==> src/design/pclt_pkg.sv <==
// ----------------------------------------------------------------------------
// pclt_pkg: shared types and constants
// Widths, register codes and pipeline payload types of the colormap,
// label and threshold pixel unit.
// ----------------------------------------------------------------------------
package pclt_pkg;

    localparam int TABLE_DEPTH     = 256;
    localparam int SAMPLE_BITS     = 32;
    localparam int SCALE_FRAC_BITS = 24;

    localparam int WORD_W    = 32;
    localparam int ENTRY_W   = 8;
    localparam int CNT_REG_W = 9;
    localparam int MODE_W    = 2;
    localparam int CFG_IDX_W = 3;

    localparam int TBL_AW  = $clog2(TABLE_DEPTH);
    localparam int DIFF_W  = (SAMPLE_BITS > WORD_W) ? SAMPLE_BITS : WORD_W;
    localparam int EXT_W   = DIFF_W + 1;
    localparam int PROD_W  = DIFF_W + WORD_W;
    localparam int T_W     = SCALE_FRAC_BITS + 1;
    localparam int P2_W    = T_W + TBL_AW;
    localparam int IDXC_W  = ((ENTRY_W > TBL_AW) ? ENTRY_W : TBL_AW) + 1;
    localparam int CMP_W   = ((TBL_AW + 1) > CNT_REG_W) ? (TBL_AW + 1) : CNT_REG_W;

    localparam logic [T_W-1:0]    T_ONE     = T_W'(1) << SCALE_FRAC_BITS;
    localparam logic [P2_W:0]     ROUND_HALF = (P2_W + 1)'(1) << (SCALE_FRAC_BITS - 1);
    localparam logic [WORD_W-1:0] SCALE_RST = WORD_W'(1) << SCALE_FRAC_BITS;
    localparam logic [CNT_REG_W-1:0] COUNT_RST = CNT_REG_W'(TABLE_DEPTH);
    localparam logic [7:0]        PIX_SET   = 8'hff;
    localparam logic [7:0]        PIX_CLEAR = 8'h00;

    localparam logic [MODE_W-1:0] MODE_COLOR      = 2'd0;
    localparam logic [MODE_W-1:0] MODE_LABEL      = 2'd1;
    localparam logic [MODE_W-1:0] MODE_THRESH     = 2'd2;
    localparam logic [MODE_W-1:0] MODE_THRESH_ALT = 2'd3;

    localparam logic ACT_MAP   = 1'b0;
    localparam logic ACT_WRITE = 1'b1;

    typedef enum logic [CFG_IDX_W-1:0] {
        CFG_MODE        = 3'd0,
        CFG_LABEL_MASK  = 3'd1,
        CFG_LOWER_LIMIT = 3'd2,
        CFG_UPPER_LIMIT = 3'd3,
        CFG_WINDOW_LOW  = 3'd4,
        CFG_SCALE_Q     = 3'd5,
        CFG_COLOR_COUNT = 3'd6
    } t_cfg_idx;

    typedef struct packed {
        logic [MODE_W-1:0]        mode;
        logic [WORD_W-1:0]        label_mask;
        logic signed [WORD_W-1:0] lower_limit;
        logic signed [WORD_W-1:0] upper_limit;
        logic signed [WORD_W-1:0] window_low;
        logic [WORD_W-1:0]        scale_q;
        logic [TBL_AW-1:0]        cnt_m1;
    } t_cfg;

    typedef struct packed {
        logic               is_wr;
        logic               alpha;
        logic               hit;
        logic [ENTRY_W-1:0] wr_idx;
        logic [WORD_W-1:0]  wr_rgba;
    } t_op;

    typedef struct packed {
        t_op               op;
        logic              pos;
        logic [PROD_W-1:0] prod;
    } t_front;

    typedef struct packed {
        t_op               op;
        logic [TBL_AW-1:0] idx;
    } t_index;

endpackage

==> src/design/pclt_cfg_regs.sv <==
// ----------------------------------------------------------------------------
// pclt_cfg_regs: configuration registers
// Holds the mode, limits, window and scale settings and derives the
// clamped top table index from the color count.
// ----------------------------------------------------------------------------
module pclt_cfg_regs
    import pclt_pkg::*;
(
    input  logic                 i_clk,
    input  logic                 i_rst_n,
    input  logic                 i_cfg_we,
    input  logic [CFG_IDX_W-1:0] i_cfg_index,
    input  logic [WORD_W-1:0]    i_cfg_data,
    output t_cfg                 o_cfg
);

    logic [MODE_W-1:0]    r_mode;
    logic [WORD_W-1:0]    r_label_mask;
    logic [WORD_W-1:0]    r_lower;
    logic [WORD_W-1:0]    r_upper;
    logic [WORD_W-1:0]    r_window_low;
    logic [WORD_W-1:0]    r_scale;
    logic [CNT_REG_W-1:0] r_count;
    logic [CMP_W-1:0]     count_ext;
    logic [CMP_W-1:0]     cnt_m1_ext;

    always_ff @(posedge i_clk) begin
        if (!i_rst_n) begin
            r_mode       <= MODE_COLOR;
            r_label_mask <= '0;
            r_lower      <= '0;
            r_upper      <= '0;
            r_window_low <= '0;
            r_scale      <= SCALE_RST;
            r_count      <= COUNT_RST;
        end else if (i_cfg_we) begin
            case (t_cfg_idx'(i_cfg_index))
                CFG_MODE:        r_mode       <= i_cfg_data[MODE_W-1:0];
                CFG_LABEL_MASK:  r_label_mask <= i_cfg_data;
                CFG_LOWER_LIMIT: r_lower      <= i_cfg_data;
                CFG_UPPER_LIMIT: r_upper      <= i_cfg_data;
                CFG_WINDOW_LOW:  r_window_low <= i_cfg_data;
                CFG_SCALE_Q:     r_scale      <= i_cfg_data;
                CFG_COLOR_COUNT: r_count      <= i_cfg_data[CNT_REG_W-1:0];
                default: begin
                end
            endcase
        end
    end

    always_comb begin
        count_ext = CMP_W'(r_count);
        if (count_ext == '0) begin
            cnt_m1_ext = '0;
        end else if (count_ext > CMP_W'(TABLE_DEPTH)) begin
            cnt_m1_ext = CMP_W'(TABLE_DEPTH - 1);
        end else begin
            cnt_m1_ext = count_ext - CMP_W'(1);
        end
    end

    assign o_cfg.mode        = r_mode;
    assign o_cfg.label_mask  = r_label_mask;
    assign o_cfg.lower_limit = r_lower;
    assign o_cfg.upper_limit = r_upper;
    assign o_cfg.window_low  = r_window_low;
    assign o_cfg.scale_q     = r_scale;
    assign o_cfg.cnt_m1      = cnt_m1_ext[TBL_AW-1:0];

endmodule

==> config.mk <==
export PLATFORM = sky130hd
export DESIGN_NAME = pclt_cfg_regs
export DESIGN_NICKNAME = d
export VERILOG_FILES = /design/src/design/pclt_pkg.sv /design/src/design/pclt_cfg_regs.sv
export SDC_FILE = /design/constraint.sdc
export NUM_CORES = 1
export LEC_CHECK = 0
export ABC_AREA = 0
export BUFFER_PORTS_ARGS = -buffer_cell sky130_fd_sc_hd__buf_2
export CORE_ASPECT_RATIO = 0.9
export CORE_MARGIN = 2
export CORE_UTILIZATION = 51
export DETAILED_ROUTE_END_ITERATION = 16
export PLACE_DENSITY = 0.91
export SYNTH_ARGS = -nofsm -noshare
export SYNTH_HDL_FRONTEND = slang
export SYNTH_SLANG_ARGS = --single-unit
==> constraint.sdc <==
create_clock -name i_clk -period 2.3 [get_ports i_clk]
set_input_delay 0.115 -clock i_clk [delete_from_list [all_inputs] [get_ports i_clk]]
set_output_delay 0.115 -clock i_clk [all_outputs]
set_load 0.005 [all_outputs]
== After elaboration in Yosys (flattened, before gate mapping) ==
Index checks and enable logic that the tools add are counted.

* Register bits: 171
* Latch bits: 0
* Bits in writable memories: 0
* Bits in read-only memories: 0
* Bits of input ports: 38
* Output and inout bits: 170
* Logic and storage cells: 26
* Memories kept: 0

* $add $sub $neg: 1
* $mul: 0
* Div/mod/pow operators: 0
* Magnitude comparators: 1
* Equality and inequality tests: 6
* Shifts and indexed selects: 0
* Mux-type cells: 2
* Bitwise operators: 0
* Reduce and logical (&&, ||, !) cells: 9

{| class="wikitable"
|+ Operator list
! cell !! number
|-
| 2-to-1 mux 8 bit || 2
|-
| AND reduction 2 bit || 7
|-
| equality test 3 bit, second input constant || 3
|-
| > comparator 9 bit, second input constant || 1
|-
| zero test 9 bit || 1
|-
| subtractor 8 x 1 -> 8 bit, second input constant || 1
|-
| equality test 3 x 2 -> 1 bit, second input constant || 2
|-
| equality test 3 x 1 -> 1 bit, second input constant || 1
|-
| zero test 3 bit || 1
|}

== Depth between registers and ports, before layout ==
* Depth after elaboration: 3
* Mapped depth: 6
* Mapped depth without buffers: 5

== Worst setup path after synthesis ==
OpenSTA, ideal clock, no wires.

* Kind: register to output
* Start: reg r_count[0] (netlist: count_ext[0])
* End: out o_cfg[0] (netlist bit)
* Arrival time: 1.620 ns
* Required time: 2.185 ns
* Slack: 0.565 ns
* Cell stages (with the launch flop): 7
* Buffers on the path: 1
* Cell sequence: dfxtp_1 inv_1 ha_1 or3b_1 buf_2 or2_4 maj3_2

{| class="wikitable"
|+ RTL lines
! element !! RTL line !! RTL
|-
| start, declared || pclt_cfg_regs.sv:23 || <nowiki>logic [CNT_REG_W-1:0] r_count;</nowiki>
|-
| start signal, assigned || pclt_cfg_regs.sv:44 || <nowiki>CFG_COLOR_COUNT: r_count <= i_cfg_data[CNT_REG_W-1:0];</nowiki>
|-
| end, declared || pclt_cfg_regs.sv:14 || <nowiki>output t_cfg o_cfg</nowiki>
|}

==> results.json <==
{
  "synth_compound_area_frac": 0.2036,
  "power_density_mw_per_mm2": 745.5,
  "finClkSkew_ns": 0,
  "grt_overflow_total": 0,
  "start_util": 0.5249,
  "ys_warn_count": 0,
  "met2_usage": 0.4692,
  "synthSimpleGateAreaFrac": 0.2268,
  "leakage_uw": 0.003660,
  "hold_viol": 0,
  "synthAdderAreaFrac": 0.007112,
  "drive_gt1_frac": 0.2718,
  "htree_levels": 4,
  "num_antenna_cells": 0,
  "grt_pass1_vias": 6072,
  "drt_iter0_drc": 422,
  "avgSynthCellArea_um2": 8.315,
  "fillers": 971,
  "wirelength_mm": 19.56,
  "multi_input_area_mm2": 0.003037,
  "synth_area_leaders": "dfxtp_1 51%, nand2_1 19%, a21boi_0 16%",
  "grt_max_degree": 89,
  "synthFlopType": "dfxtp_1",
  "ys_seq_area_frac": 0.5121,
  "slew_headroom": 0.5677,
  "synth_top_area_frac": 0.5121,
  "tightest_slew_ns": 0.6395,
  "end_kind": "output port",
  "drc": 0,
  "nNetsFinal": 1046,
  "path_class": "reg2out",
  "synth_top_cell_by_area": "dfxtp_1",
  "hpwl_mm": 12.75,
  "clkLatencyLatePin_ns": 0.42,
  "vias": 6322,
  "yosys-top-cells-count": "338 x nand2_1, 171 x dfxtp_1, 146 x a21boi_0, 49 x clkbuf_1, 21 x a21boi_1",
  "antenna_found_initial": 0,
  "start_kind": "flip-flop",
  "grt_pass1_wl_mm": 31.09,
  "cp.arrival_ns": 2.13,
  "finish.utilization": 0.6873,
  "synth_top_family_by_area": "simple AND/OR/NAND/NOR gates",
  "yosys-mux-area-fraction": 0.002995,
  "dieArea_mm2": 0.01404,
  "firstDrtPassIters": 5,
  "cts_made_buffers": 17,
  "ys_ff_latch": 171,
  "core_area_mm2": 0.01274,
  "max-clock-path-buffers": 2,
  "fin_crit_sh": 0.9749,
  "whs_ns": 0.02301,
  "cts-root-buf": "clkbuf_16",
  "syn_area_mm2": 0.006685,
  "io_buffers": 207,
  "cts_sinks": 171,
  "grt_usage": 0.2773,
  "ant_nets": 0,
  "synth_nets": 844,
  "num_rows": 39,
  "worstPathRequired_ns": 2.18,
  "min_period_ns": 2.242,
  "busiest_layer": "met2",
  "status": "completed",
  "ir_worst_vdd_mv": 0.5999,
  "via_per_inst": 5.344,
  "grtUsageMet1": 0.3241,
  "areaGrowthSynthToFinish_pct": 30.94,
  "maxCapViolations": 0,
  "cts_tree": "yes",
  "synth-edff-count": 0,
  "die_h_um": 112.6,
  "regArea_mm2": 0.003426,
  "min_path_type": "in2reg",
  "gp_congestion": 0.8313,
  "setup_viol": 0,
  "drv_slew": 0,
  "synth.most_common_cell": "nand2_1",
  "wl_per_cell_um": 16.53,
  "crit_fanout": 6,
  "clkTransAtPathRegs_ns": 0.06,
  "grt_util_met3": 0.09724,
  "fin_tns_setup_ns": 0,
  "ys_types": 38,
  "io_pins": 208,
  "max_freq_mhz": 446.0,
  "die_w_um": 124.7,
  "syn_inst": 804,
  "async_reset_ff_frac": 0,
  "synth_xor_area_frac": 0.002620
}
==> repair_timing <==
action / 4_1_cts / 5_1_grt
endpoints found under the setup margin: 2 / 5
cloned: 0 / 0
hold buffers: 23 / 0
hold endpoints to repair: 79 / 0
buffers inserted: 1 / 0
resized for setup: 4 / 4
==> path summary, 6_finish.rpt <==
path                            cells past startpoint     startpoint  slack (ns)           end
worst max-delay path                                6   count_ext[0]        0.06      o_cfg[0]
worst min-delay path                                3  i_cfg_data[6]        0.02    r_scale[6]
worst max register to register                      2   count_ext[8]        1.31  count_ext[8]
worst min register to register                      2     r_upper[1]        0.45    r_upper[1]
==> critical path, cell delays in order, from the launching register on <==
cell     delay [ns]
dfxtp_2        0.35
inv_2          0.08
ha_2           0.19
or3b_4         0.39
or2_4          0.26
maj3_2         0.31
buf_2          0.13
==> report_power, final <==
group	internal [µW]	switching (µW)	total, µW	leakage (µW)
combinational	215	266	481	0.00197
clock	1820	1160	2980	0.000306
sequential	3030	37.3	3060	0.00138
==> through the flow <==
stage | worst slack [ns] | instance area [µm²] | std cells | power [µW]
3_5_place_dp | 0.3348 | 7876 | 1127 | 3565
2_1_floorplan | 0.5646 | 6685 | 804 | 3347
6_report | 0.05774 | 8753 | 1183 | 6525
4_1_cts | 0.03751 | 8745 | 1183 | 6538
3_3_place_gp | 0.4156 | 7876 | 1127 | 3554
5_1_grt | -0.006971 | 8753 | 1183 | 6738
==> layout make-up <==
class	count	area share
Clock inverter	10	0.01587
Inverter	5	0.002144
Timing Repair Buffer	250	0.1650
Clock buffer	22	0.05532
Sequential cell	171	0.3914
Multi-Input combinational cell	561	0.3469
Tap cell	164	0.02344
==> sequential cells by signal, summed over array words and instances, names as in the netlist <==
name / count
r_label_mask: 32
r_lower: 32
r_scale: 32
r_upper: 32
r_window_low: 32
count_ext: 9
r_mode: 2
==> cell usage in the layout, fill, tap and decap left out, types with 4 or more instances in the layout <==
cell type,instances
dfxtp_1,169
nor2_1,5
a21boi_0,146
dlygate4sd3_1,23
nor3_1,5
buf_4,19
a21boi_1,21
nand2_1,338
clkbuf_8,4
clkbuf_16,17
buf_2,206
==> metal layers <==
layer / share of wire / routed length [µm]
met1: 0.41 / 7954
met2: 0.48 / 9380
met3: 0.092 / 1806
met4: 0.021 / 417
met5: 0 / 0
==> cell families after synthesis <==
kind of cell	after synthesis
AO/OA/AOI/OAI	181
XOR/XNOR	2
adder cells (fa/ha/maj)	4
buffers and inverters	72
flip-flops	171
multiplexers	2
AND/OR/NAND/NOR	372
Note: power is estimated with default switching activity, not from simulation.
