$ cat src/design/pclt_pkg.sv
// ----------------------------------------------------------------------------
// pclt_pkg: shared types and constants
// Widths, register codes and pipeline payload types of the colormap,
// label and threshold pixel unit.
// ----------------------------------------------------------------------------
package pclt_pkg;

    localparam int TABLE_DEPTH     = 256;
    localparam int SAMPLE_BITS     = 32;
    localparam int SCALE_FRAC_BITS = 24;

    localparam int WORD_W    = 32;
    localparam int ENTRY_W   = 8;
    localparam int CNT_REG_W = 9;
    localparam int MODE_W    = 2;
    localparam int CFG_IDX_W = 3;

    localparam int TBL_AW  = $clog2(TABLE_DEPTH);
    localparam int DIFF_W  = (SAMPLE_BITS > WORD_W) ? SAMPLE_BITS : WORD_W;
    localparam int EXT_W   = DIFF_W + 1;
    localparam int PROD_W  = DIFF_W + WORD_W;
    localparam int T_W     = SCALE_FRAC_BITS + 1;
    localparam int P2_W    = T_W + TBL_AW;
    localparam int IDXC_W  = ((ENTRY_W > TBL_AW) ? ENTRY_W : TBL_AW) + 1;
    localparam int CMP_W   = ((TBL_AW + 1) > CNT_REG_W) ? (TBL_AW + 1) : CNT_REG_W;

    localparam logic [T_W-1:0]    T_ONE     = T_W'(1) << SCALE_FRAC_BITS;
    localparam logic [P2_W:0]     ROUND_HALF = (P2_W + 1)'(1) << (SCALE_FRAC_BITS - 1);
    localparam logic [WORD_W-1:0] SCALE_RST = WORD_W'(1) << SCALE_FRAC_BITS;
    localparam logic [CNT_REG_W-1:0] COUNT_RST = CNT_REG_W'(TABLE_DEPTH);
    localparam logic [7:0]        PIX_SET   = 8'hff;
    localparam logic [7:0]        PIX_CLEAR = 8'h00;

    localparam logic [MODE_W-1:0] MODE_COLOR      = 2'd0;
    localparam logic [MODE_W-1:0] MODE_LABEL      = 2'd1;
    localparam logic [MODE_W-1:0] MODE_THRESH     = 2'd2;
    localparam logic [MODE_W-1:0] MODE_THRESH_ALT = 2'd3;

    localparam logic ACT_MAP   = 1'b0;
    localparam logic ACT_WRITE = 1'b1;

    typedef enum logic [CFG_IDX_W-1:0] {
        CFG_MODE        = 3'd0,
        CFG_LABEL_MASK  = 3'd1,
        CFG_LOWER_LIMIT = 3'd2,
        CFG_UPPER_LIMIT = 3'd3,
        CFG_WINDOW_LOW  = 3'd4,
        CFG_SCALE_Q     = 3'd5,
        CFG_COLOR_COUNT = 3'd6
    } t_cfg_idx;

    typedef struct packed {
        logic [MODE_W-1:0]        mode;
        logic [WORD_W-1:0]        label_mask;
        logic signed [WORD_W-1:0] lower_limit;
        logic signed [WORD_W-1:0] upper_limit;
        logic signed [WORD_W-1:0] window_low;
        logic [WORD_W-1:0]        scale_q;
        logic [TBL_AW-1:0]        cnt_m1;
    } t_cfg;

    typedef struct packed {
        logic               is_wr;
        logic               alpha;
        logic               hit;
        logic [ENTRY_W-1:0] wr_idx;
        logic [WORD_W-1:0]  wr_rgba;
    } t_op;

    typedef struct packed {
        t_op               op;
        logic              pos;
        logic [PROD_W-1:0] prod;
    } t_front;

    typedef struct packed {
        t_op               op;
        logic [TBL_AW-1:0] idx;
    } t_index;

endpackage

$ cat src/design/pclt_index.sv
// ----------------------------------------------------------------------------
// pclt_index: clamp, count scaling and rounding
// Stage three clamps the scaled offset to the unit range and multiplies it
// by the top table index; stage four rounds half up to the table index.
// ----------------------------------------------------------------------------
module pclt_index
    import pclt_pkg::*;
(
    input  logic   i_clk,
    input  logic   i_rst_n,
    input  t_cfg   i_cfg,
    input  logic   i_valid,
    output logic   o_ready,
    input  t_front i_data,
    output logic   o_valid,
    input  logic   i_dn_ready,
    output t_index o_data
);

    logic            r_v3;
    t_op             r_op3;
    logic [P2_W-1:0] r_p3;
    logic            r_v4;
    t_index          r_s4;

    logic            ce3;
    logic            ce4;
    logic [T_W-1:0]  t_frac;
    logic [P2_W:0]   rounded;

    assign ce4     = !r_v4 || i_dn_ready;
    assign ce3     = !r_v3 || ce4;
    assign o_ready = ce3;

    always_comb begin
        if (!i_data.pos) begin
            t_frac = '0;
        end else if (i_data.prod >= PROD_W'(T_ONE)) begin
            t_frac = T_ONE;
        end else begin
            t_frac = i_data.prod[T_W-1:0];
        end
        rounded = {1'b0, r_p3} + ROUND_HALF;
    end

    always_ff @(posedge i_clk) begin
        if (!i_rst_n) begin
            r_v3 <= 1'b0;
            r_v4 <= 1'b0;
        end else begin
            if (ce3) begin
                r_v3 <= i_valid;
            end
            if (ce4) begin
                r_v4 <= r_v3;
            end
        end
    end

    always_ff @(posedge i_clk) begin
        if (ce3) begin
            r_op3 <= i_data.op;
            r_p3  <= {{TBL_AW{1'b0}}, t_frac} * {{T_W{1'b0}}, i_cfg.cnt_m1};
        end
        if (ce4) begin
            r_s4.op  <= r_op3;
            r_s4.idx <= rounded[SCALE_FRAC_BITS +: TBL_AW];
        end
    end

    assign o_valid = r_v4;
    assign o_data  = r_s4;

`ifndef SYNTHESIS
    a_idx_in_range: assert property (@(posedge i_clk) disable iff (!i_rst_n)
        (r_v4 && !r_s4.op.is_wr && !r_s4.op.alpha) |-> (r_s4.idx <= i_cfg.cnt_m1))
        else $error("table index beyond color count");
`endif

endmodule

$ cat config.mk
export PLATFORM = sky130hd
export DESIGN_NAME = pclt_index
export DESIGN_NICKNAME = d
export VERILOG_FILES = /design/src/design/pclt_pkg.sv /design/src/design/pclt_index.sv
export SDC_FILE = /design/constraint.sdc
export NUM_CORES = 1
export LEC_CHECK = 0
export BUFFER_PORTS_ARGS = -buffer_cell sky130_fd_sc_hd__buf_4
export CORE_UTILIZATION = 51
export DETAILED_ROUTE_END_ITERATION = 8
export GPL_TIMING_DRIVEN = 0
export PLACE_DENSITY = 0.79
export SLEW_MARGIN = 10
export SYNTH_ARGS = -nofsm -noshare
export SYNTH_HDL_FRONTEND = slang
export SYNTH_SLANG_ARGS = --single-unit
$ cat constraint.sdc
create_clock -name i_clk -period 7.6 [get_ports i_clk]
set_clock_uncertainty 0.15 [all_clocks]
set_input_delay 0.76 -clock i_clk [delete_from_list [all_inputs] [get_ports i_clk]]
set_output_delay 0.76 -clock i_clk [all_outputs]
set_load 0.1 [all_outputs]
# Yosys cells after proc, flatten, opt, wreduce, memory -nomap -nowiden
# Cells that the tools add are included.
# totals
register_bits,128
input_bits,282
output_inout_bits,53
# classes
add_sub_neg,1
n_mul,1
order_cmp,1
mux,2
reduce_logical,4
# op_table
operator,count
$ge 64x25->1 const B,1
$mux 25,2
$add 32x24->32 const B,1
$mul 25x8->32,1
$logic_not 1->1,2
$logic_or 1x1->1,2

# Depth between registers and ports, before layout
# depth
depth_word,4
depth_mapped,23
depth_no_buf,22

# Least setup slack after synthesis
# OpenSTA, ideal clock, no wires.
# synth_path
path_type,input to register
from,input port i_data[50] (netlist name)
to,"register r_p3[29], data pin"
setup_time_ns,0.259
arrival_time_ns,5.960
required_ns,7.191
path_slack_ns,1.231
cell_stages,20
path_buffers,1
cell_sequence,nor4_1 -> nand4_1 -> nor3_2 -> and3_2 -> clkbuf_1 -> and2_1 -> fa_1 -> fa_1 -> fa_1 -> inv_1 -> fa_1 -> inv_1 -> ha_1 -> a21oi_1 -> a21oi_1 -> o32ai_2 -> a31oi_4 -> or3_2 -> o21ai_0 -> xnor2_1
# synth_via
elab_chain_len,4
# synth_rtl
item,line_no,rtl
start: declaration,pclt_index.sv:14,"input t_front i_data,"
$ge 64x25->1,pclt_index.sv:38,end else if (i_data.prod >= PROD_W'(T_ONE)) begin
$mux 25,pclt_index.sv:38,
$mux 25,pclt_index.sv:36,if (!i_data.pos) begin
$mul 25x8->32,pclt_index.sv:63,"r_p3 <= {{TBL_AW{1'b0}}, t_frac} * {{T_W{1'b0}}, i_cfg.cnt_m1};"
end signal: assignment,pclt_index.sv:63,
end: declaration,pclt_index.sv:22,logic [P2_W-1:0] r_p3;
# Every way passes these cells.
# A chain may end at the register's enable or synchronous reset.

# Worst setup path in the final report
# layout_path
from,input port i_data[33] (netlist name)
to,"register r_p3[31], data pin"
# The elaborated chain is that of the path after synthesis.

==> impl_metrics.tcl <==
set metrics [dict create \
    startpoint_type "input pin" \
    cts.sinks 105 \
    grt_pass1_vias 6627 \
    dp.cells 1176 \
    rows 48 \
    setup.worst_path.end_class "register" \
    fin_crit_ns 7.24 \
    cp.arrival_ns 7.18 \
    vdd_drop_max_uv 214 \
    htree_levels 3 \
    track_usage_pct 25.5 \
    drt_iter0_markers 296 \
    synth_edf_count 103 \
    post_dp_cell_area_um2 10700 \
    cp_max_fo 10 \
    yosysUniqueCellTypes 39 \
    vias_per_cell 5.22 \
    p_switching_w 0.000422 \
    nets 1429 \
    dr.pass1.iters 4 \
    dpl.hpwl_um 18100 \
    initial_core_util_pct 52.4 \
    postRouteAntennaNets 0 \
    drv_slew 0 \
    dp_slack_ns -0.0158 \
    io_pins 335 \
    postSynth.asyncResetShare_pct 0 \
    yosys_warnings 0 \
    synthesis.instances 778 \
    use_met1_pct 30.1 \
    clock_latency_ns 0.34 \
    io_buffer_count 171 \
    top_usage_layer "met2" \
    use_met3_pct 5.31 \
    grt_antenna_before_repair 2 \
    layout_worst_path_cycle_share_pct 95.3 \
    hold_buffers 0 \
    switching_share_pct 30.2 \
    die_h_um 136 \
    cts_root_buf "clkbuf_16" \
    tightest_slew_ns 0.802 \
    critPathKind "input pin to register" \
    syn_nets 1245 \
    cap_violations 0 \
    gp_congestion 0.903 \
    setup_viol 0 \
    hold_viol 0 \
    grt_setup_unrepaired "false" \
    grtUsageMet2_pct 45.6 \
    drive_above_1_share_pct 21.4 \
    routed_wl_um 22300 \
    p_per_area_nw_per_um2 127 \
    grt_first_pass_wirelength_um 34500 \
    total_power_w 0.00140 \
    required_ns 7.54 \
    layout_common_cells "171 x buf_4, 148 x and2_1, 144 x inv_1" \
    dieArea_um2 18400 \
    avgSynthCellArea_um2 11.7 \
    grt_overflow 0 \
    wl_per_cell_um 18.7 \
    leakagePower_nw 5.47 \
    fmax_mhz 138 \
    power_frac_comb_pct 19.9 \
    cts.clk_slew.worst_paths_ns 0.07 \
    hp-class "register to register" \
    core_um2 17400 \
    die_x_um 136 \
    status "complete, no violations" \
    grt_max_degree 38 \
    cts_tree "yes" \
    maxSlewHeadroom_pct 46.3 \
    drc 0 \
    cts_max_path_buffers 2 \
    areaGrowthSynthToFinish_pct 21.0 \
    setup_ws_ns 0.360 \
    num_vias 6223 \
    p_int_w 0.000976 \
    seq_power_share_pct 49.2 \
    fin_area_um2 11000 \
    cts-resized-gates 0 \
    ys_seq_elements 105 \
    tns_ns 0 \
    ys_seq_area_share_pct 34.5 \
    synth_area_um2 9090 \
    synthFlopType "edfxtp_1" \
    post_cts_buffers 0 \
    numCtsBuffers 9 \
    power_frac_clock_pct 30.9 \
    instances_no_fill 1193 \
    layout_commonest_cell "buf_4" \
]
final timing paths:
check | to | cells after the start | slack (ns) | startpoint
setup reg to reg | r_op3[14]$_DFFE_PP_ | 3 | 5.56 | o_valid$_SDFFE_PN0P_
hold reg to reg | o_data[34]$_DFFE_PP_ | 0 | 0.26 | r_op3[26]$_DFFE_PP_
setup / recovery | r_p3[31]$_DFFE_PP_ | 22 | 0.36 | i_data[33]
hold / removal | o_data[34]$_DFFE_PP_ | 0 | 0.26 | r_op3[26]$_DFFE_PP_
critical path, stage by stage:
cell and delay (ns):
buf_4 0.11, nor4_1 0.35, nand4_1 0.31, nor3_4 0.39, and3_2 0.32, clkbuf_1 0.40
and2_1 0.23, fa_1 0.43, fa_1 0.54, fa_1 0.55, inv_1 0.05, fa_1 0.53
inv_1 0.05, ha_1 0.36, nand4_1 0.23, nor3_1 0.48, o2111a_1 0.30, o21ai_2 0.12
a31oi_4 0.24, o41ai_2 0.11, o21ba_1 0.19, xnor2_1 0.11
power by group through the flow:
stage / Combinational (W) / Sequential [W] / Clock, W
3_5_place_dp: 0.000278 / 0.000701 / 0
6_report: 0.000278 / 0.000688 / 0.000432
4_1_cts: 0.000278 / 0.000688 / 0.000435
2_1_floorplan: 0.0000205 / 0.000848 / 0
5_1_grt: 0.000286 / 0.000691 / 0.000454
3_3_place_gp: 0.000274 / 0.000699 / 0
Yosys cell counts, types with 3 or more instances:
| library cell | instances | area share [%] |
|---|---|---|
| fa_1 | 136 | 30 |
| nand2_1 | 57 | 2.4 |
| o21a_1 | 9 | 0.74 |
| nor4_1 | 11 | 0.76 |
| nand4_1 | 5 | 0.34 |
| a21o_1 | 5 | 0.41 |
| inv_1 | 145 | 6.0 |
| clkbuf_1 | 16 | 0.66 |
| nand3_1 | 12 | 0.66 |
| o21ai_0 | 6 | 0.33 |
| edfxtp_1 | 103 | 34 |
| xor2_1 | 8 | 0.77 |
| nor3_1 | 4 | 0.22 |
| nor2b_1 | 3 | 0.21 |
| and3_2 | 8 | 0.66 |
| ha_1 | 49 | 6.7 |
| nor2_1 | 8 | 0.33 |
| a21oi_1 | 13 | 0.72 |
| and2_1 | 148 | 10 |
| xnor2_1 | 11 | 1.1 |
layer usage:
layer | wire length, um | part of all wire (%) | up-vias
met2 | 11600 | 52 | 211
met1 | 8330 | 37 | 3135
met3 | 1540 | 6.9 | 39
met4 | 788 | 3.5 | 2
li1 | - | - | 2836
met5 | 9 | 0.040 | -
final cells by class:
| class | instances | area [um2] |
|---|---|---|
| sequential | 105 | 3130 |
| inverter | 145 | 544 |
| fill | 1351 | 6360 |
| timing repair buffer | 173 | 1330 |
| multi-input combinational | 511 | 5360 |
| clock buffer | 10 | 229 |
| clock inverter | 6 | 55.1 |
| tap | 225 | 282 |
| antenna | 1 | 2.50 |
| buffer | 17 | 65.1 |
state kept, by name, summed over array words and instances, names as in the netlist:
signal	flops
r_p3	9
r_v3	1
r_op3	43
o_valid	1
o_data	51
cells by family (layout without fill, tap and decap cells):
kind of cell	after synthesis	after routing	synth area share, %
XOR/XNOR	19	19	1.83
buffers and inverters	162	351	6.69
AND/OR/NAND/NOR	260	260	16.3
other	0	1	0
AO/OA/AOI/OAI	47	47	4.02
adder cells (fa/ha/maj)	185	185	36.7
flip-flops	105	105	34.5
stage by stage:
stage / hold slack (ns) / utilization [%]
4_1_cts: 0.266 / 63.3
3_3_place_gp: 0.251 / 61.4
6_report: 0.265 / 63.4
3_5_place_dp: 0.255 / 61.7
5_1_grt: 0.274 / 63.4
2_1_floorplan: 0.250 / -
No activity file was read; power rests on OpenSTA's default activity.
