--- src/design/pclt_pkg.sv ---
// ----------------------------------------------------------------------------
// pclt_pkg: shared types and constants
// Widths, register codes and pipeline payload types of the colormap,
// label and threshold pixel unit.
// ----------------------------------------------------------------------------
package pclt_pkg;

    localparam int TABLE_DEPTH     = 256;
    localparam int SAMPLE_BITS     = 32;
    localparam int SCALE_FRAC_BITS = 24;

    localparam int WORD_W    = 32;
    localparam int ENTRY_W   = 8;
    localparam int CNT_REG_W = 9;
    localparam int MODE_W    = 2;
    localparam int CFG_IDX_W = 3;

    localparam int TBL_AW  = $clog2(TABLE_DEPTH);
    localparam int DIFF_W  = (SAMPLE_BITS > WORD_W) ? SAMPLE_BITS : WORD_W;
    localparam int EXT_W   = DIFF_W + 1;
    localparam int PROD_W  = DIFF_W + WORD_W;
    localparam int T_W     = SCALE_FRAC_BITS + 1;
    localparam int P2_W    = T_W + TBL_AW;
    localparam int IDXC_W  = ((ENTRY_W > TBL_AW) ? ENTRY_W : TBL_AW) + 1;
    localparam int CMP_W   = ((TBL_AW + 1) > CNT_REG_W) ? (TBL_AW + 1) : CNT_REG_W;

    localparam logic [T_W-1:0]    T_ONE     = T_W'(1) << SCALE_FRAC_BITS;
    localparam logic [P2_W:0]     ROUND_HALF = (P2_W + 1)'(1) << (SCALE_FRAC_BITS - 1);
    localparam logic [WORD_W-1:0] SCALE_RST = WORD_W'(1) << SCALE_FRAC_BITS;
    localparam logic [CNT_REG_W-1:0] COUNT_RST = CNT_REG_W'(TABLE_DEPTH);
    localparam logic [7:0]        PIX_SET   = 8'hff;
    localparam logic [7:0]        PIX_CLEAR = 8'h00;

    localparam logic [MODE_W-1:0] MODE_COLOR      = 2'd0;
    localparam logic [MODE_W-1:0] MODE_LABEL      = 2'd1;
    localparam logic [MODE_W-1:0] MODE_THRESH     = 2'd2;
    localparam logic [MODE_W-1:0] MODE_THRESH_ALT = 2'd3;

    localparam logic ACT_MAP   = 1'b0;
    localparam logic ACT_WRITE = 1'b1;

    typedef enum logic [CFG_IDX_W-1:0] {
        CFG_MODE        = 3'd0,
        CFG_LABEL_MASK  = 3'd1,
        CFG_LOWER_LIMIT = 3'd2,
        CFG_UPPER_LIMIT = 3'd3,
        CFG_WINDOW_LOW  = 3'd4,
        CFG_SCALE_Q     = 3'd5,
        CFG_COLOR_COUNT = 3'd6
    } t_cfg_idx;

    typedef struct packed {
        logic [MODE_W-1:0]        mode;
        logic [WORD_W-1:0]        label_mask;
        logic signed [WORD_W-1:0] lower_limit;
        logic signed [WORD_W-1:0] upper_limit;
        logic signed [WORD_W-1:0] window_low;
        logic [WORD_W-1:0]        scale_q;
        logic [TBL_AW-1:0]        cnt_m1;
    } t_cfg;

    typedef struct packed {
        logic               is_wr;
        logic               alpha;
        logic               hit;
        logic [ENTRY_W-1:0] wr_idx;
        logic [WORD_W-1:0]  wr_rgba;
    } t_op;

    typedef struct packed {
        t_op               op;
        logic              pos;
        logic [PROD_W-1:0] prod;
    } t_front;

    typedef struct packed {
        t_op               op;
        logic [TBL_AW-1:0] idx;
    } t_index;

endpackage

--- src/design/pclt_front.sv ---
// ----------------------------------------------------------------------------
// pclt_front: decode, window offset and scale multiply
// Stage one resolves the mask modes and offsets the sample by the window
// low value; stage two multiplies the offset by the scale factor.
// ----------------------------------------------------------------------------
module pclt_front
    import pclt_pkg::*;
(
    input  logic                   i_clk,
    input  logic                   i_rst_n,
    input  t_cfg                   i_cfg,
    input  logic                   i_valid,
    output logic                   o_ready,
    input  logic                   i_action,
    input  logic [SAMPLE_BITS-1:0] i_sample,
    input  logic [ENTRY_W-1:0]     i_entry_index,
    input  logic [WORD_W-1:0]      i_entry_rgba,
    output logic                   o_valid,
    input  logic                   i_dn_ready,
    output t_front                 o_data
);

    logic              r_v1;
    t_op               r_op1;
    logic              r_pos1;
    logic [DIFF_W-1:0] r_d1;
    logic              r_v2;
    t_front            r_s2;

    logic              ce1;
    logic              ce2;
    logic [EXT_W-1:0]  ext_s;
    logic [EXT_W-1:0]  ext_w;
    logic [EXT_W-1:0]  ext_lo;
    logic [EXT_W-1:0]  ext_hi;
    logic [EXT_W-1:0]  diff;
    t_op               n_op1;

    assign ce2     = !r_v2 || i_dn_ready;
    assign ce1     = !r_v1 || ce2;
    assign o_ready = ce1;

    always_comb begin
        ext_s  = {{(EXT_W-SAMPLE_BITS){i_sample[SAMPLE_BITS-1]}}, i_sample};
        ext_w  = {{(EXT_W-WORD_W){i_cfg.window_low[WORD_W-1]}}, i_cfg.window_low};
        ext_lo = {{(EXT_W-WORD_W){i_cfg.lower_limit[WORD_W-1]}}, i_cfg.lower_limit};
        ext_hi = {{(EXT_W-WORD_W){i_cfg.upper_limit[WORD_W-1]}}, i_cfg.upper_limit};
        diff   = ext_s - ext_w;

        n_op1.is_wr   = (i_action == ACT_WRITE);
        n_op1.wr_idx  = i_entry_index;
        n_op1.wr_rgba = i_entry_rgba;
        case (i_cfg.mode) inside
            MODE_LABEL: begin
                n_op1.alpha = 1'b1;
                n_op1.hit   = |(ext_s[WORD_W-1:0] & i_cfg.label_mask);
            end
            MODE_THRESH, MODE_THRESH_ALT: begin
                n_op1.alpha = 1'b1;
                n_op1.hit   = ($signed(ext_s) >= $signed(ext_lo))
                           && ($signed(ext_s) <= $signed(ext_hi));
            end
            default: begin
                n_op1.alpha = 1'b0;
                n_op1.hit   = 1'b0;
            end
        endcase
    end

    always_ff @(posedge i_clk) begin
        if (!i_rst_n) begin
            r_v1 <= 1'b0;
            r_v2 <= 1'b0;
        end else begin
            if (ce1) begin
                r_v1 <= i_valid;
            end
            if (ce2) begin
                r_v2 <= r_v1;
            end
        end
    end

    always_ff @(posedge i_clk) begin
        if (ce1) begin
            r_op1  <= n_op1;
            r_pos1 <= $signed(ext_s) > $signed(ext_w);
            r_d1   <= diff[DIFF_W-1:0];
        end
        if (ce2) begin
            r_s2.op   <= r_op1;
            r_s2.pos  <= r_pos1;
            r_s2.prod <= {{WORD_W{1'b0}}, r_d1} * {{DIFF_W{1'b0}}, i_cfg.scale_q};
        end
    end

    assign o_valid = r_v2;
    assign o_data  = r_s2;

`ifndef SYNTHESIS
    a_hold_stalled: assert property (@(posedge i_clk) disable iff (!i_rst_n)
        (r_v2 && !i_dn_ready) |=> (r_v2 && $stable(r_s2)))
        else $error("front stage changed while stalled");
`endif

endmodule

--- config.mk ---
export PLATFORM = sky130hd
export DESIGN_NAME = pclt_front
export DESIGN_NICKNAME = d
export VERILOG_FILES = /design/src/design/pclt_pkg.sv /design/src/design/pclt_front.sv
export SDC_FILE = /design/constraint.sdc
export NUM_CORES = 2
export LEC_CHECK = 0
export BUFFER_PORTS_ARGS = -buffer_cell sky130_fd_sc_hd__buf_4
export CAP_MARGIN = 15
export CORE_UTILIZATION = 49
export CTS_CLUSTER_SIZE = 25
export DETAILED_ROUTE_END_ITERATION = 12
export HOLD_SLACK_MARGIN = 0.06
export PLACE_DENSITY_LB_ADDON = 0.3
export SKIP_LAST_GASP = 1
export SLEW_MARGIN = 20
export SYNTH_ARGS = -nofsm -noshare
export SYNTH_HDL_FRONTEND = slang
export SYNTH_SLANG_ARGS = --single-unit
--- constraint.sdc ---
create_clock -name i_clk -period 14.2 [get_ports i_clk]
set_input_delay 0.71 -clock i_clk [delete_from_list [all_inputs] [get_ports i_clk]]
set_output_delay 0.71 -clock i_clk [all_outputs]
set_load 0.02 [all_outputs]
**Yosys cells after proc, flatten, opt, wreduce, memory -nomap -nowiden**

Index checks and enable logic that the tools add are counted.

- Add/sub/neg operators: 1
- Reduce and logical (&&, ||, !) cells: 7
- Bitwise logic cells: 1
- Equality and inequality tests: 3
- Multipliers: 1
- Multiplexer cells: 2
- $lt $le $gt $ge: 3

Operators by type and width:

| cell | count |
|---|---|
| $mul 32x32->64 | 1 |
| $and 32x32->32 | 1 |
| $ge 32x32->1 | 1 |
| $gt 32x32->1 | 1 |
| $le 32x32->1 | 1 |
| $reduce_or 32->1 | 1 |
| $sub 32x32->32 | 1 |
| $eq 2x2->1 const B | 2 |
| $eq 2x1->1 const B | 1 |
| $logic_not 1->1 | 2 |
| $logic_or 1x1->1 | 2 |
| $mux 2 | 1 |
| $reduce_or 2->1 | 1 |
| $logic_and 1x1->1 | 1 |
| $mux 1 | 1 |

- Bits of input ports: 247
- Flip-flop bits (word level): 186
- Output and inout bits: 110
- Logic and storage cells: 34

**Longest topological paths before layout**

- Depth after elaboration: 4
- Gate-level depth with buffers: 28
- Gate-level depth less buffers: 26

**Worst setup path after synthesis**

Ideal clock, no wire load.

- Path type: input port to flip-flop
- Start: input i_cfg[16] (netlist bit)
- End: register r_s2, in the netlist o_data[61] (data pin)
- Required time: 13.938 ns
- Data arrival time: 7.139 ns
- Library setup time: 0.262 ns
- Setup slack: 6.799 ns
- Path buffers: 1
- Stages: 25
- Cells stage by stage: clkbuf_1 -> and2_1 -> fa_1 -> inv_1 -> fa_1 -> fa_1 -> inv_1 -> fa_1 -> fa_1 -> fa_1 -> fa_1 -> inv_1 -> fa_1 -> inv_1 -> ha_1 -> a21o_1 -> o21bai_1 -> a221oi_2 -> nand3_1 -> a211oi_1 -> or2_4 -> o21ai_4 -> a31oi_1 -> o21ai_1 -> xor2_1

- Word-level cells in the longest chain between the ends: 1

RTL lines:

| item | line | text |
|---|---|---|
| start, declared | pclt_front.sv:11 | `input t_cfg i_cfg,` |
| $mul 32x32->64 | pclt_front.sv:93 | `r_s2.prod <= {{WORD_W{1'b0}}, r_d1} * {{DIFF_W{1'b0}}, i_cfg.scale_q};` |
| end, declared | pclt_front.sv:28 | `t_front r_s2;` |

Every way passes these cells.
A chain may end at the register's enable or synchronous reset.

**Final worst setup path**

- Start: register r_d1[8]
- End: register r_s2, in the netlist o_data[59] (data pin)

- Word-level cells in the longest chain between the ends: 1

RTL lines:

| item | line | text |
|---|---|---|
| start, declared | pclt_front.sv:26 | `logic [DIFF_W-1:0] r_d1;` |
| start signal, assigned | pclt_front.sv:88 | `r_d1 <= diff[DIFF_W-1:0];` |
| $mul 32x32->64 | pclt_front.sv:93 |  |

Every way passes these cells.

==> impl_results.md <==
- Setup violations, final: 0
- Number of distinct library cells after synthesis: 82
- Critical Path Source Type: flip-flop
- H-tree depth: 4
- Complex-gate fraction of the synthesized area: under 10%
- CTS tree: yes
- Max Slew Vio Count: 0
- Post-synth EDFFs: 184
- Final Hold Fails: 0
- Vias in the first global route: 32615
- Die area: 0.0878 mm2
- Largest area contributor in the netlist: fa_1
- Minimum clock period: 9.25 ns
- Worst Path Required: 14.44 ns
- Fmax: 108 MHz
- Synthesis warning total: 0
- Sequential share of the synthesized area: 13.1%
- Yosys reg bits: 186
- Cell family with most CP delay: adder cells
- Synthesized net count: about 5900
- Via count: 30589
- Adder-Cell Fraction of Synth Area: about 53%
- Clock sinks: 186
- Post-CTS Resized: 0
- # hold bufs at CTS: 0
- FF-to-FF Start: r_d1[8]$_DFFE_PP_
- Gr usage total: 27.6%
- Total congestion overflow: 0
- Average vias per placed instance: 5.36
- Most common cell after layout, fill and taps aside: inv_1
- Post-Route WL: 116000 um
- Crit-path cells: buf_4 > and2_1 > fa_1 > fa_1 > inv_1 > fa_1 > fa_1 > fa_1 > inv_1 > fa_1 > fa_1 > fa_1 > ha_1 > nand2_1 > nor3_1 > nand3_1 > a2111oi_1 > o21ai_1 > a21oi_1 > o21ai_1 > nor2_1 > o22ai_1 > xnor2_1
- Worst slew margin: 37.6%
- Xor/xnor share of the synthesized area: 1.77%
- Outcome: complete, no violations
- FP Rows: 107
- Post-synthesis mux area share: 0.0236%
- Antenna-violating nets left: 0
- Die width: 296 um
- RSZ-0062 raised after global routing: no
- Synthesis-to-finish area growth: 9.54%
- Post-Synth Simple-Gate Area: 15.9%
- CP max FO: 17
- Total Nets Final: 6051
- Filler cells: roughly 7800
- Min-Delay Startpoint: i_entry_rgba[4]
- WP buf/inv: 3
- Top cell by count, worst path: fa_1
- Setup TNS: 0 ns
- Clk slew on worst S/H paths: 0.09 ns
- Worst-skew pair later-pin latency: 0.49 ns
- Max incr delay on CP: 0.92 ns
- # DRC: 0
- Synth Cell Area: 0.0424 mm2
- DP HPWL: 88600 um
- Port bufs: 348
- Critical-path top delay cell: edfxtp_1
- Die H: 296 um
- Initial detailed-routing violation count: 1808
- Critical Path Sink Type: flip-flop
- Routed len/inst: 20.3 um
- Layout cells sized above 1: between 9 and 10%
- Post-synth ARST share: 0%
- Clock Tree Buf Depth: 2
- Antenna violations before repair: 4
- Worst-Margin Slew: a little over 0.9 ns
- WS Path Type: reg -> reg
- Mean post-synth cell area: around 9.7 um2
- Root buf cell: clkbuf_16
- Post-synth top area share: 42.3%
- Prevailing post-synth register cell: edfxtp_1
- Largest family of logic cells by synthesized area: adder cells
- RePlAce Congestion: 0.925
- Tcrit/Tclk final: 65.1%
- Max-cap viol count: 0
- Global-route wire length before repair: 183000 um
- Core Region: 0.0854 mm2
- Worst Skew: 0.0149 ns
- Most frequent cells in the layout: inv_1, fa_1, and2_1
- CTS Buf Count: 17
- I/O Pins: 357
- DRT Pass-1 Iters: 5
- CP startpoint: r_d1[8]$_DFFE_PP_
- Post-CTS setup buffer count: 0
- Worst EP arrival: 9.49 ns
- Initial core utilization: 49.7%
- Largest net degree at the start of global routing: 58
- Top cells by area, synth: fa_1, edfxtp_1, ha_1
- Cell count after synthesis: 4368
- Min-Delay Path Class: in -> reg
[registers in the layout (all words and copies together) (netlist names)]
register  flops
r_pos1        1
o_data      108
o_valid       1
r_v1          1
r_op1        43
r_d1         32
[area by class of cell]
class                           instances  area [um2]  share of cell area, %
Timing Repair Buffer                  382        2870                   6.17
Clock buffer                           17         425                  0.915
Clock inverter                         15         206                  0.444
Inverter                              961        3610                   7.76
Antenna cell                            3        7.51                 0.0161
Multi-Input combinational cell       3000       32400                   69.6
Sequential cell                       186        5570                   12.0
Tap cell                             1144        1430                   3.08
[cells by family after synthesis]
group,count (synthesis)
muxes,1
and+or+nand+nor,1304
adders and majority gates,1256
AOI/OAI and AO/OA,353
xor gates and xnor gates,86
DFF,186
buffers and inverters,1182
[synthesized netlist by cell type, types with 3 or more instances]
cell type / n
nor4_1: 5
xor2_1: 35
o31ai_1: 4
a21boi_0: 5
and4_1: 3
or4_1: 5
buf_2: 6
nand2_1: 501
xnor2_1: 51
clkbuf_8: 3
a221oi_1: 4
nor3_1: 12
nor2_1: 58
and3_1: 7
a211oi_1: 4
and2_1: 611
nand3_1: 29
o221ai_1: 3
o21a_1: 7
a22oi_1: 12
o21ai_0: 54
a221o_1: 3
ha_1: 359
a21o_1: 67
nand2b_1: 14
a21oi_1: 103
a31oi_1: 9
fa_1: 897
nand4_1: 37
o21bai_1: 16
o21ai_2: 4
o211ai_1: 4
edfxtp_1: 184
nor2b_1: 13
a31o_2: 3
inv_1: 961
clkbuf_1: 204
buf_4: 3
o21ai_1: 11
a21oi_2: 3
[final timing paths]
check	depth (start not counted)	slack (ns)	to
worst min-delay path	1	0.39	r_op1[4]$_DFFE_PP_
worst max-delay path	23	4.95	o_data[59]$_DFFE_PP_
worst max register to register	23	4.95	o_data[59]$_DFFE_PP_
worst min register to register	0	0.42	o_data[75]$_DFFE_PP_
[per-stage QoR]
stage               instance area (um2)  std cells  hold slack, ns  setup slack, ns  utilization, %
global placement                  45900       5673           0.400             5.32            53.7
floorplan                         42400       4368           0.400             6.80               -
CTS                               46500       5705           0.352             5.22            54.4
finish                            46500       5708           0.387             4.95            54.4
detailed placement                45900       5673           0.405             5.23            53.7
global route                      46500       5706           0.354             4.84            54.4
[worst reg2reg max path, delay by kind of cell (launching register included)]
kind | cells | cell delay, ns
adders and majority gates | 9 | 4.48
buffers and inverters | 3 | 0.49
DFF | 1 | 0.92
and+or+nand+nor | 5 | 0.99
xor gates and xnor gates | 1 | 0.14
AOI/OAI and AO/OA | 5 | 1.98
[metal layers]
| metal | track usage (%) | vias up | wire length (um) |
|---|---|---|---|
| met5 | 0 | - | 7 |
| li1 | - | 13521 | - |
| met4 | 11.6 | 2 | 4730 |
| met2 | 46.8 | 1043 | 58100 |
| met1 | 35.4 | 15798 | 45400 |
| met3 | 4.02 | 225 | 7380 |
Power is left out: the tool's default activity adds up to more than one toggle a clock period on the data nets, which glitch-free logic cannot reach.
